File: src/rtl/ska_pkg.sv
// Shared constants and types of the sorted key accumulation table.
`default_nettype none
package ska_pkg;

  localparam int CAPACITY      = 32;
  localparam int KEY_BITS      = 16;
  localparam int KEY_FIELD_W   = 16;
  localparam int SUM_W         = 32;
  localparam int COUNT_FIELD_W = 6;
  localparam int STATUS_W      = 3;
  // Stored key width: the key field caps the significant bits.
  localparam int KW            = (KEY_BITS < KEY_FIELD_W) ? KEY_BITS : KEY_FIELD_W;
  localparam int CNT_W         = $clog2(CAPACITY + 1);
  localparam int IN_DATA_W     = 48;
  localparam int OUT_DATA_W    = 56;

  typedef enum logic [STATUS_W-1:0] {
    ST_UPDATED  = 3'd0,
    ST_INSERTED = 3'd1,
    ST_DROPPED  = 3'd2,
    ST_DUMP     = 3'd3,
    ST_EMPTY    = 3'd4
  } status_e;

  typedef enum logic {
    S_IDLE,
    S_DUMP
  } state_e;

  // Broadcast to every cell of the chain.
  typedef struct packed {
    logic              insert_en;
    logic              update_en;
    logic              rotate;
    logic [KW-1:0]     key;
    logic [SUM_W-1:0]  amount;
  } cell_ctrl_t;

endpackage
`default_nettype wire

File: src/rtl/ska_cell.sv
// One entry of the sorted chain: key, running sum, compare and saturating add.
`default_nettype none
module ska_cell import ska_pkg::*; (
  input  wire logic             clk_i,
  input  wire cell_ctrl_t       ctrl_i,
  input  wire logic             valid_i,
  input  wire logic             left_lt_i,
  input  wire logic [KW-1:0]    left_key_i,
  input  wire logic [SUM_W-1:0] left_sum_i,
  input  wire logic [KW-1:0]    right_key_i,
  input  wire logic [SUM_W-1:0] right_sum_i,
  output logic [KW-1:0]         key_o,
  output logic [SUM_W-1:0]      sum_o,
  output logic                  lt_o,
  output logic                  eq_o,
  output logic [SUM_W-1:0]      new_sum_o
);

  logic [KW-1:0]    key_q, key_d;
  logic [SUM_W-1:0] sum_q, sum_d;
  logic [SUM_W:0]   wide_sum;

  assign lt_o = valid_i && (key_q < ctrl_i.key);
  assign eq_o = valid_i && (key_q == ctrl_i.key);

  assign wide_sum = {sum_q[SUM_W-1], sum_q} + {ctrl_i.amount[SUM_W-1], ctrl_i.amount};

  always_comb begin
    if (wide_sum[SUM_W] != wide_sum[SUM_W-1]) begin
      new_sum_o = wide_sum[SUM_W] ? {1'b1, {(SUM_W-1){1'b0}}} : {1'b0, {(SUM_W-1){1'b1}}};
    end else begin
      new_sum_o = wide_sum[SUM_W-1:0];
    end
  end

  // A cell whose left neighbor is not below the new key moves one place right;
  // the first cell not below the key takes the new entry.
  always_comb begin
    key_d = key_q;
    sum_d = sum_q;
    priority if (ctrl_i.rotate) begin
      key_d = right_key_i;
      sum_d = right_sum_i;
    end else if (ctrl_i.insert_en) begin
      priority if (!left_lt_i) begin
        key_d = left_key_i;
        sum_d = left_sum_i;
      end else if (!lt_o) begin
        key_d = ctrl_i.key;
        sum_d = ctrl_i.amount;
      end else begin
        key_d = key_q;
      end
    end else if (ctrl_i.update_en && eq_o) begin
      sum_d = new_sum_o;
    end else begin
      sum_d = sum_q;
    end
  end

  always_ff @(posedge clk_i) begin
    key_q <= key_d;
    sum_q <= sum_d;
  end

  assign key_o = key_q;
  assign sum_o = sum_q;

endmodule
`default_nettype wire

File: config.mk
export PLATFORM = sky130hd
export DESIGN_NAME = ska_cell
export DESIGN_NICKNAME = d
export VERILOG_FILES = /design/src/rtl/ska_pkg.sv /design/src/rtl/ska_cell.sv
export SDC_FILE = /design/constraint.sdc
export NUM_CORES = 1
export LEC_CHECK = 0
export BUFFER_PORTS_ARGS = -buffer_cell sky130_fd_sc_hd__buf_2
export CAP_MARGIN = 40
export CORE_ASPECT_RATIO = 0.9
export CORE_MARGIN = 2
export CORE_UTILIZATION = 53
export DETAILED_ROUTE_END_ITERATION = 6
export HOLD_SLACK_MARGIN = 0.02
export MAX_ROUTING_LAYER = met4
export PLACE_DENSITY = 0.88
export SYNTH_ARGS = -nofsm -noshare
export SYNTH_HDL_FRONTEND = slang
export SYNTH_SLANG_ARGS = --single-unit
File: constraint.sdc
create_clock -name clk_i -period 6.8 [get_ports clk_i]
set_input_delay 0.34 -clock clk_i [delete_from_list [all_inputs] [get_ports clk_i]]
set_output_delay 0.34 -clock clk_i [all_outputs]
set_load 0.02 [all_outputs]
==> results of run 1 <==
-- power breakdown --
part           leakage, µW  total, µW  switching (µW)  internal (µW)
Sequential        0.000480        408            23.7            385
Clock            0.0000485        182             108           74.1
Combinational      0.00260       1160             739            426
-- registers in the layout, indices dropped and copies added, names as in the netlist --
name and count:
key_o 16, sum_o 32
-- path summary, 6_finish.rpt --
check | slack (ps) | endpoint | start | cells after the start
max | 2590 | new_sum_o[28] | sum_o[4]$_DFFE_PP_ | 11
min | 300 | sum_o[31]$_DFFE_PP_ | right_sum_i[31] | 3
max reg2reg | 2680 | sum_o[19]$_DFFE_PP_ | sum_o[4]$_DFFE_PP_ | 11
min reg2reg | 800 | sum_o[0]$_DFFE_PP_ | sum_o[0]$_DFFE_PP_ | 3
-- metal layers --
layer | wire length (µm) | up-vias | track usage
met5 | 0 | - | -
met4 | 298 | 0 | 0.0721
met3 | 1220 | 27 | 0.0450
met2 | 7350 | 252 | 0.486
met1 | 6900 | 2529 | 0.369
li1 | - | 2761 | -
-- worst reg2reg max path: stages, from the launching register on --
cell and delay, ps:
edfxtp_1 410, ha_1 370, a21oi_2 200, o211ai_2 140, a31o_2 300, a31oi_1 560, o21ba_4 300, nor3_1 70
a21oi_2 580, buf_4 350, and2_4 420, a21oi_1 150
-- cell type report --
cell class / count / share of cell area
clock buffers: 5 / 0.0105
well taps: 126 / 0.0240
inverters: 31 / 0.0177
repair buffers: 236 / 0.187
multi-input cells: 516 / 0.538
clock inverters: 3 / 0.00342
flip-flops and latches: 48 / 0.219
-- cell families after synthesis --
kind of cell	Yosys count	share of synthesized area
compound gates	202	0.244
xor+xnor	28	0.0478
fa+ha+maj	49	0.117
buf+inv	69	0.0584
flops	48	0.272
mux	49	0.100
simple gates	188	0.160
-- placed cells by master, fill, tap and decap left out, types with 4 or more instances in the layout --
cell,count
clkbuf_8,5
nor2b_1,5
o21a_1,9
o21ai_1,4
ha_1,48
mux2i_1,18
nor3_1,11
xor2_1,11
inv_1,31
or2_2,4
o211ai_1,8
o22ai_1,30
a31oi_1,6
a21oi_1,61
xnor2_1,16
o21ai_0,38
a21oi_2,6
nand4_1,13
mux2_2,31
nand3_1,10
nand2_1,104
buf_2,231
edfxtp_1,48
a21o_1,10
nor2_1,24
o21bai_1,5
-- through the flow --
| stage | area, µm² | cells |
|---|---|---|
| finish | 6580 | 965 |
| global placement | 6430 | 955 |
| CTS | 6580 | 965 |
| global route | 6580 | 965 |
| detailed placement | 6490 | 957 |
| floorplan | 5290 | 633 |
==> out/summary.txt, run 1 <==
Clock Skew - 5.75 ps
Max-slew headroom - 0.485
Detailed Route WL - 15.8 mm
CTS tree - done
Slew @ Worst Pin - 773 ps
total negative slack - 0 ps
cell with the most instances after synthesis - nand2_1
synth unique cells - 59
total gr overflow - 0
I/O pin cnt - 232
Worst VDD drop - 0.160 mV
Final #Nets - 1037
crit path kind - reg2out
initial core utilization - 0.546
ys flop type - edfxtp_1
Antenna Cells - 0
vias in the first global route - 5207
post-DP HPWL - 12.5 mm
share of layout cells above drive strength 1 - 0.354
critical path's largest stage delay - 580 ps
slowest CP cell - a21oi_2
Multi-input gate area - 3540 µm²
Vias/cell - 5.77
TritonCTS Buffers - 5
Die Wd - 109 µm
die area - 10800 µm²
Final Wtd Congestion - 0.950
Clock Path Buffers - 2
hold slack final - 298 ps
pwr dens - 267 nW/µm²
fin util - 0.679
Core ar. - 9700 µm²
Min Clock Period, post-route - 4220 ps
Achievable Freq - 0.237 GHz
Setup WS post-layout - 2590 ps
all-layer global routing usage - 0.291
fin. max-slew vios - 0
Synth async-reset ratio - 0
syn nets - 832
# rows - 34
post-CTS setup buffers - 0
Final Setup Violations - 0
YS warnings - 0
status - finished, final reports clean
Required @ worst endpoint - 6460 ps
final hold viol count - 0
most instantiated cells after synthesis - 104 x nand2_1, 61 x a21oi_1, 48 x edfxtp_1, 48 x ha_1, 38 x o21ai_0
register area share after synthesis - 0.272
DRT Pass-1 Iters - 5
Fill cells - 854
largest net degree at the start of global routing - 50
DR WL/cell - 16.3 µm
IO buf count - 231
Seq. cell area - 1440 µm²
RSZ-0062 raised after global routing - no
Hold Crit Class - in2reg
CTS H-tree lvls - 2
Placement Setup Slack - 2690 ps
Yosys top cell by area - edfxtp_1
clock slew at reported path FFs - 100 ps
initial antenna violation count - 0
MaxCap Viol Count - 0
Area contributors post-synth - edfxtp_1 27%, ha_1 11%, nand2_1 7.4%
DRT iter0 DRCs - 330
CP Capture Type - primary output
TritonCTS sink count - 48
crit path cell chain - ha_1 -> a21oi_2 -> o211ai_2 -> a31o_2 -> a31oi_1 -> o21ba_4 -> nor3_1 -> a21oi_2 -> buf_4 -> o21ai_0 -> buf_2
mapped cell area - 5290 µm²
Residual DRC - 0
DIE HEIGHT - 98.8 µm
Lkg Pwr - 0.00312 µW
post-CTS resize count - 0
CTS root buffer - clkbuf_8
cts hold-fix bufs - 0
Avg Inst Size Synth - 8.36 µm²
ANT nets after route - 0
Mapped Cells - 633
Final Power - 1750 µW
post-synth top area share - 0.272
Arr. time, crit path - 3880 ps
number of flops mapped to enable cells by yosys - 48
worst skew pair latency - 300 ps
detailed-route via count - 5569
global-route wire length before repair - 24.4 mm
area growth from synthesis to layout - 24.4%
CP Launch Type - flip-flop
synthesized flop and latch total - 48
most frequent CP cell - a21oi_2
Buf/Inv on CP - 2
cell family with most CP delay - compound AO/OA/AOI/OAI gates
largest fanout on the critical path - 17
fin crit share - 0.620
Note: power is estimated with default switching activity, not from simulation.
==> run 2, diff against run 1 <==
--- a/config.mk
+++ b/config.mk
@@ -5,15 +5,16 @@
 export SDC_FILE = /design/constraint.sdc
 export NUM_CORES = 1
 export LEC_CHECK = 0
+export ABC_AREA = 1
 export BUFFER_PORTS_ARGS = -buffer_cell sky130_fd_sc_hd__buf_2
 export CAP_MARGIN = 40
 export CORE_ASPECT_RATIO = 0.9
 export CORE_MARGIN = 2
-export CORE_UTILIZATION = 53
+export CORE_UTILIZATION = 45
 export DETAILED_ROUTE_END_ITERATION = 6
 export HOLD_SLACK_MARGIN = 0.02
 export MAX_ROUTING_LAYER = met4
-export PLACE_DENSITY = 0.88
+export PLACE_DENSITY = 0.78
 export SYNTH_ARGS = -nofsm -noshare
 export SYNTH_HDL_FRONTEND = slang
 export SYNTH_SLANG_ARGS = --single-unit
==> constraint.sdc (replaced) <==
create_clock -name clk_i -period 3.78 [get_ports clk_i]
set_input_delay 0.189 -clock clk_i [delete_from_list [all_inputs] [get_ports clk_i]]
set_output_delay 0.189 -clock clk_i [all_outputs]
set_load 0.02 [all_outputs]
==> run 2 against run 1 <==
  * First-iteration DRC count grew 26%
  * Register-to-register slack lost 1800 ps
  * Final cell count grew 35%
  * Non-clock buffer count grew 2
==> out/summary.txt, run 2 <==
die area - 13700 µm²
CP Capture Type - primary output
Core ar. - 12600 µm²
combinational family with the most area after synthesis - simple AND/OR/NAND/NOR gates
Combinational Power Share - 0.629
initial antenna violation count - 0
ANT nets after route - 0
TritonCTS Buffers - 5
most frequent cells in the layout - 317 x nand2_1, 231 x buf_2, 115 x inv_1
Mapped Cells - 920
CP Launch Type - flip-flop
switch share - 0.501
Avg Inst Size Synth - 6.26 µm²
DIE HEIGHT - 111 µm
RSZ-0062 raised after global routing - no
register area share after synthesis - 0.250
critical path's largest stage delay - 450 ps
Multi-input gate area - 3740 µm²
I/O pin cnt - 232
Buf/Inv on CP - 3
cts hold-fix bufs - 0
Final Power - 3430 µW
Yosys top cell by area - edfxtp_1
status - finished, final reports clean
most instantiated cells after synthesis - 317 x nand2_1, 115 x inv_1, 102 x nor2_1
Max-slew headroom - 0.514
Post-Synth Adder-Cell Area - 0.108
Area contributors post-synth - edfxtp_1 25%, nand2_1 21%, ha_1 10%
largest fanout on the critical path - 22
ys flop type - edfxtp_1
Synth Area in XOR/XNOR - 0.0304
detailed-route via count - 6540
Detailed Route WL - 19.2 mm
Non-Filler Instances - 1302
Residual DRC - 0
Final Setup Violations - 0
Slew @ Worst Pin - 729 ps
WP depth - 18
CTS tree - done
Fill cells - 1337
slowest CP cell - nand3_2
cell family with most CP delay - simple AND/OR/NAND/NOR gates
area growth from synthesis to layout - 25.3%
# rows - 39
share of layout cells above drive strength 1 - 0.261
hold path depth - 3
final instance area - 7220 µm²
Achievable Freq - 0.309 GHz
vias in the first global route - 6215
Clk pwr share - 0.155
Worst VDD drop - 0.231 mV
initial core utilization - 0.458
Required @ worst endpoint - 3590 ps
MaxCap Viol Count - 0
Placement Setup Slack - 826 ps
post-synthesis compound-gate area fraction - 0.152
reg2reg path depth - 19
cell with the most instances after synthesis - nand2_1
total negative slack - 0 ps
IO buf count - 231
Hold Crit Class - in2reg
DRT Pass-1 Iters - 5
Setup WS post-layout - 544 ps
post-synth top area share - 0.250
fin crit share - 0.856
placed insts - 1294
max FFs per register - 32
Final #Nets - 1336
total gr overflow - 0
multiplexer share of the synthesized area - 0
clock slew at reported path FFs - 70 ps
register share of total power - 0.216
global-route wire length before repair - 30.5 mm
pwr dens - 476 nW/µm²
DR WL/cell - 14.7 µm
Clock Path Buffers - 2
commonest non-fill, non-tap cell in the layout - nand2_1
Post-Synth Simple-Gate Area - 0.358
switching pwr - 1720 µW
synthesized flop and latch total - 48
worst skew pair latency - 300 ps
Die Wd - 123 µm
CTS H-tree lvls - 2
fin. max-slew vios - 0
DRT iter0 DRCs - 415
P_int - 1710 µW
all-layer global routing usage - 0.288
post-CTS resize count - 0
number of flops mapped to enable cells by yosys - 48
Lkg Pwr - 0.00402 µW
Seq. cell area - 1440 µm²
largest net degree at the start of global routing - 50
most frequent CP cell - nand2_2
Vias/cell - 5.02
Min Clock Period, post-route - 3240 ps
final hold viol count - 0
Final Wtd Congestion - 0.962
synth unique cells - 34
Synth async-reset ratio - 0
post-CTS setup buffers - 0
Arr. time, crit path - 3050 ps
crit path cell chain - ha_1 -> inv_1 -> fa_1 -> inv_1 -> nand3_1 -> nand2_2 -> nand2_1 -> nand2_2 -> nand2_1 -> nand2_2 -> nand2_2 -> nand2_2 -> nand2_1 -> nand2_2 -> nand3_2 -> nand2_1 -> nand2_2 -> buf_2
Clock Skew - 6.79 ps
mapped cell area - 5760 µm²
TritonCTS sink count - 48
CTS root buffer - clkbuf_16
post-DP HPWL - 15.2 mm
Antenna Cells - 0
YS warnings - 0
syn nets - 1119
placed cell area - 7050 µm²
crit path kind - reg2out
## run 2: cell types whose count changed after synthesis, moves of 30 or more
| cell | delta |
|---|---|
| inv_1 | +84 |
| o22ai_1 | -30 |
| nand2_2 | +31 |
| nand2_1 | +213 |
| nor2_1 | +78 |
| o21ai_0 | +32 |
| mux2_2 | -31 |
## run 2: path summary, 6_finish.rpt
path | startpoint | end | slack, ps
max | sum_o[0]$_DFFE_PP_ | new_sum_o[18] | 540
min | right_sum_i[31] | sum_o[31]$_DFFE_PP_ | 190
max reg2reg | sum_o[0]$_DFFE_PP_ | sum_o[13]$_DFFE_PP_ | 840
min reg2reg | sum_o[0]$_DFFE_PP_ | sum_o[0]$_DFFE_PP_ | 800
## run 2: layout make-up
cell class              count  area share
clock buffers               5      0.0173
clock inverters             3     0.00589
inverters                 118      0.0614
multi-input cells         726       0.518
flip-flops and latches     48       0.200
well taps                 164      0.0284
repair buffers            238       0.169
## run 2: per-stage QoR
| stage | hold WS [ps] | util |
|---|---|---|
| final | 188 | 0.573 |
| after CTS | 182 | 0.573 |
| after floorplan | 380 | - |
| after global placement | 478 | 0.560 |
| after global routing | 179 | 0.573 |
| after detailed placement | 488 | 0.560 |
## run 2: logic make-up (layout without fill, tap and decap cells)
kind of cell             Yosys count  count (layout)
adder cells (fa/ha/maj)           49              49
XOR/XNOR                          20              20
AND/OR/NAND/NOR                  494             494
buffers and inverters            146             364
flip-flops                        48              48
AO/OA/AOI/OAI                    163             163
## run 2: layer usage
metal / track usage / part of all wire
met5: - / 0
met1: 0.400 / 0.46
met2: 0.445 / 0.45
met3: 0.0420 / 0.077
met4: 0.0652 / 0.014
## run 2: tightest hold or removal path, stage by stage
cell and delay [ps]:
buf_2 70, nand2_1 40, o221ai_1 60
## run 2: power groups by stage
stage / registers (µW) / clock network, µW / logic, µW
6_report: 742 / 533 / 2160
5_1_grt: 752 / 561 / 2380
4_1_cts: 741 / 543 / 2160
3_5_place_dp: 753 / 0 / 2150
3_3_place_gp: 747 / 0 / 2140
2_1_floorplan: 846 / 0 / 1420
==> run 3, diff against run 2 <==
--- a/config.mk
+++ b/config.mk
@@ -15,6 +15,7 @@
 export HOLD_SLACK_MARGIN = 0.02
 export MAX_ROUTING_LAYER = met4
 export PLACE_DENSITY = 0.78
+export RECOVER_POWER = 50
 export SYNTH_ARGS = -nofsm -noshare
 export SYNTH_HDL_FRONTEND = slang
 export SYNTH_SLANG_ARGS = --single-unit
==> run 3 against run 2 <==
  * Combinational power barely moved
  * Clock skew hardly changed
  * Sequential power barely moved
  * Via count fell by 0.23%
  * Routed wire length shrank 0.23%
  * Critical path depth unchanged
  * Power decreased by 0.65%
  * Sequential cell count did not move
  * Hold slack worse by 0.90 ps
  * Register-to-register slack worse by 150 ps
  * Sequential share of layout area increased by 0.23 points
  * Critical endpoint unchanged
  * Highest routed layer unchanged
==> out/summary.txt, run 3 (synthesized netlist as in run 2, its figures left out) <==
I/O pin cnt - 232
total gr overflow - 0
Fill cells - 1371
most frequent cells in the layout - 317 x nand2_1, 179 x buf_2, 115 x inv_1
Non-Filler Instances - 1302
Final Setup Violations - 0
Vias/cell - 5.01
vias in the first global route - 6215
global-route wire length before repair - 30.5 mm
DR WL/cell - 14.7 µm
Die Wd - 123 µm
final hold viol count - 0
ANT nets after route - 0
post-CTS setup buffers - 0
pwr dens - 478 nW/µm²
Slew @ Worst Pin - 1460 ps
initial core utilization - 0.458
Worst VDD drop - 0.229 mV
CTS root buffer - clkbuf_16
critical path's largest stage delay - 460 ps
DRT Pass-1 Iters - 5
Max-slew headroom - 0.0293
Final #Nets - 1336
max FFs per register - 32
# rows - 39
reg-to-reg startpoint - key_o[15]$_DFFE_PP_
Min Clock Period, post-route - 3250 ps
detailed-route via count - 6525
Clock Path Buffers - 2
fin crit share - 0.859
IO buf count - 231
placed insts - 1294
Detailed Route WL - 19.1 mm
FF-to-FF End - sum_o[9]$_DFFE_PP_
crit path kind - reg2out
Antenna Cells - 0
CTS H-tree lvls - 2
Final Power - 3410 µW
status - finished, final reports clean
Residual DRC - 0
met3 usage - 0.0420
TritonCTS Buffers - 5
MaxCap Viol Count - 0
reg2reg path depth - 8
commonest non-fill, non-tap cell in the layout - nand2_1
worst skew pair latency - 300 ps
switch share - 0.505
CP Capture Type - primary output
CP startpoint - sum_o[0]$_DFFE_PP_
Arr. time, crit path - 3060 ps
all-layer global routing usage - 0.288
clock slew at reported path FFs - 70 ps
grt met1 use - 0.400
end point of the critical path - new_sum_o[18]
busiest grt layer - met2
CTS tree - done
Core ar. - 12600 µm²
RSZ-0062 raised after global routing - no
Achievable Freq - 0.308 GHz
Clock Skew - 6.95 ps
post-CTS resize count - 0
Buf/Inv on CP - 3
largest fanout on the critical path - 22
DIE HEIGHT - 111 µm
GR Util met2 - 0.445
DRT iter0 DRCs - 413
CP Launch Type - flip-flop
switching pwr - 1720 µW
cell family with most CP delay - simple AND/OR/NAND/NOR gates
cts hold-fix bufs - 0
P_int - 1690 µW
Required @ worst endpoint - 3590 ps
slowest CP cell - nand3_2
WP depth - 18
Hold Crit Class - in2reg
Combinational Power Share - 0.626
die area - 13700 µm²
share of layout cells above drive strength 1 - 0.214
TritonCTS sink count - 48
fin. max-slew vios - 0
post-DP HPWL - 15.2 mm
most frequent CP cell - nand2_2
initial antenna violation count - 0
area growth from synthesis to layout - 23.8%
Final Wtd Congestion - 0.962
Lkg Pwr - 0.00387 µW
Clk pwr share - 0.156
register share of total power - 0.218
largest net degree at the start of global routing - 50
R2R setup slack - 690 ps
total negative slack - 0 ps
crit path cell chain - ha_1 -> inv_1 -> fa_1 -> inv_1 -> nand3_1 -> nand2_2 -> nand2_1 -> nand2_2 -> nand2_1 -> nand2_2 -> nand2_2 -> nand2_2 -> nand2_1 -> nand2_2 -> nand3_2 -> nand2_1 -> nand2_2 -> buf_2
[run 3: cell type report]
| class | instances | area [µm²] | area share |
|---|---|---|---|
| sequential | 48 | 1440 | 0.202 |
| tap | 164 | 205 | 0.0288 |
| inverter | 118 | 443 | 0.0621 |
| clock inverter | 3 | 42.5 | 0.00596 |
| multi-input combinational | 726 | 3740 | 0.524 |
| clock buffer | 5 | 125 | 0.0175 |
| timing repair buffer | 238 | 1140 | 0.159 |
[run 3: metal layers]
| metal | routed length (µm) | part of all wire | vias to the layer above |
|---|---|---|---|
| met1 | 8800 | 0.46 | 2873 |
| met4 | 280 | 0.015 | 0 |
| li1 | - | - | 3372 |
| met2 | 8590 | 0.45 | 256 |
| met3 | 1430 | 0.075 | 24 |
| met5 | 0 | 0 | - |
[run 3: worst min path at each step]
| stage | from | endpoint | slack, ps | depth (start not counted) |
|---|---|---|---|---|
| 3_5_place_dp | right_sum_i[1] | sum_o[1]$_DFFE_PP_ | 490 | 3 |
| 4_1_cts | right_sum_i[1] | sum_o[1]$_DFFE_PP_ | 180 | 3 |
| 2_1_floorplan | right_key_i[15] | key_o[15]$_DFFE_PP_ | 380 | 2 |
| 3_3_place_gp | right_sum_i[31] | sum_o[31]$_DFFE_PP_ | 480 | 3 |
| 5_1_grt | right_sum_i[1] | sum_o[1]$_DFFE_PP_ | 180 | 3 |
| 6_report | right_sum_i[31] | sum_o[31]$_DFFE_PP_ | 190 | 3 |
[run 3: worst min-delay path, delay by kind of cell]
family / cells / cell delay (ps)
buf+inv: 1 / 70
compound gates: 1 / 60
simple gates: 1 / 40
[run 3: power by group through the flow]
stage	clock network, µW	registers, µW	logic, µW
floorplan	0	846	1420
CTS	543	741	2160
global route	561	756	2360
detailed placement	0	753	2150
global placement	0	747	2140
finish	533	745	2130
[run 3: stage by stage]
stage / utilization / cell area (µm²) / hold WS (ps) / worst slack, ps
floorplan: - / 5760 / 380 / 444
global placement: 0.560 / 7050 / 478 / 916
detailed placement: 0.560 / 7050 / 488 / 826
CTS: 0.573 / 7220 / 182 / 510
global route: 0.567 / 7130 / 179 / 200
finish: 0.567 / 7130 / 187 / 535
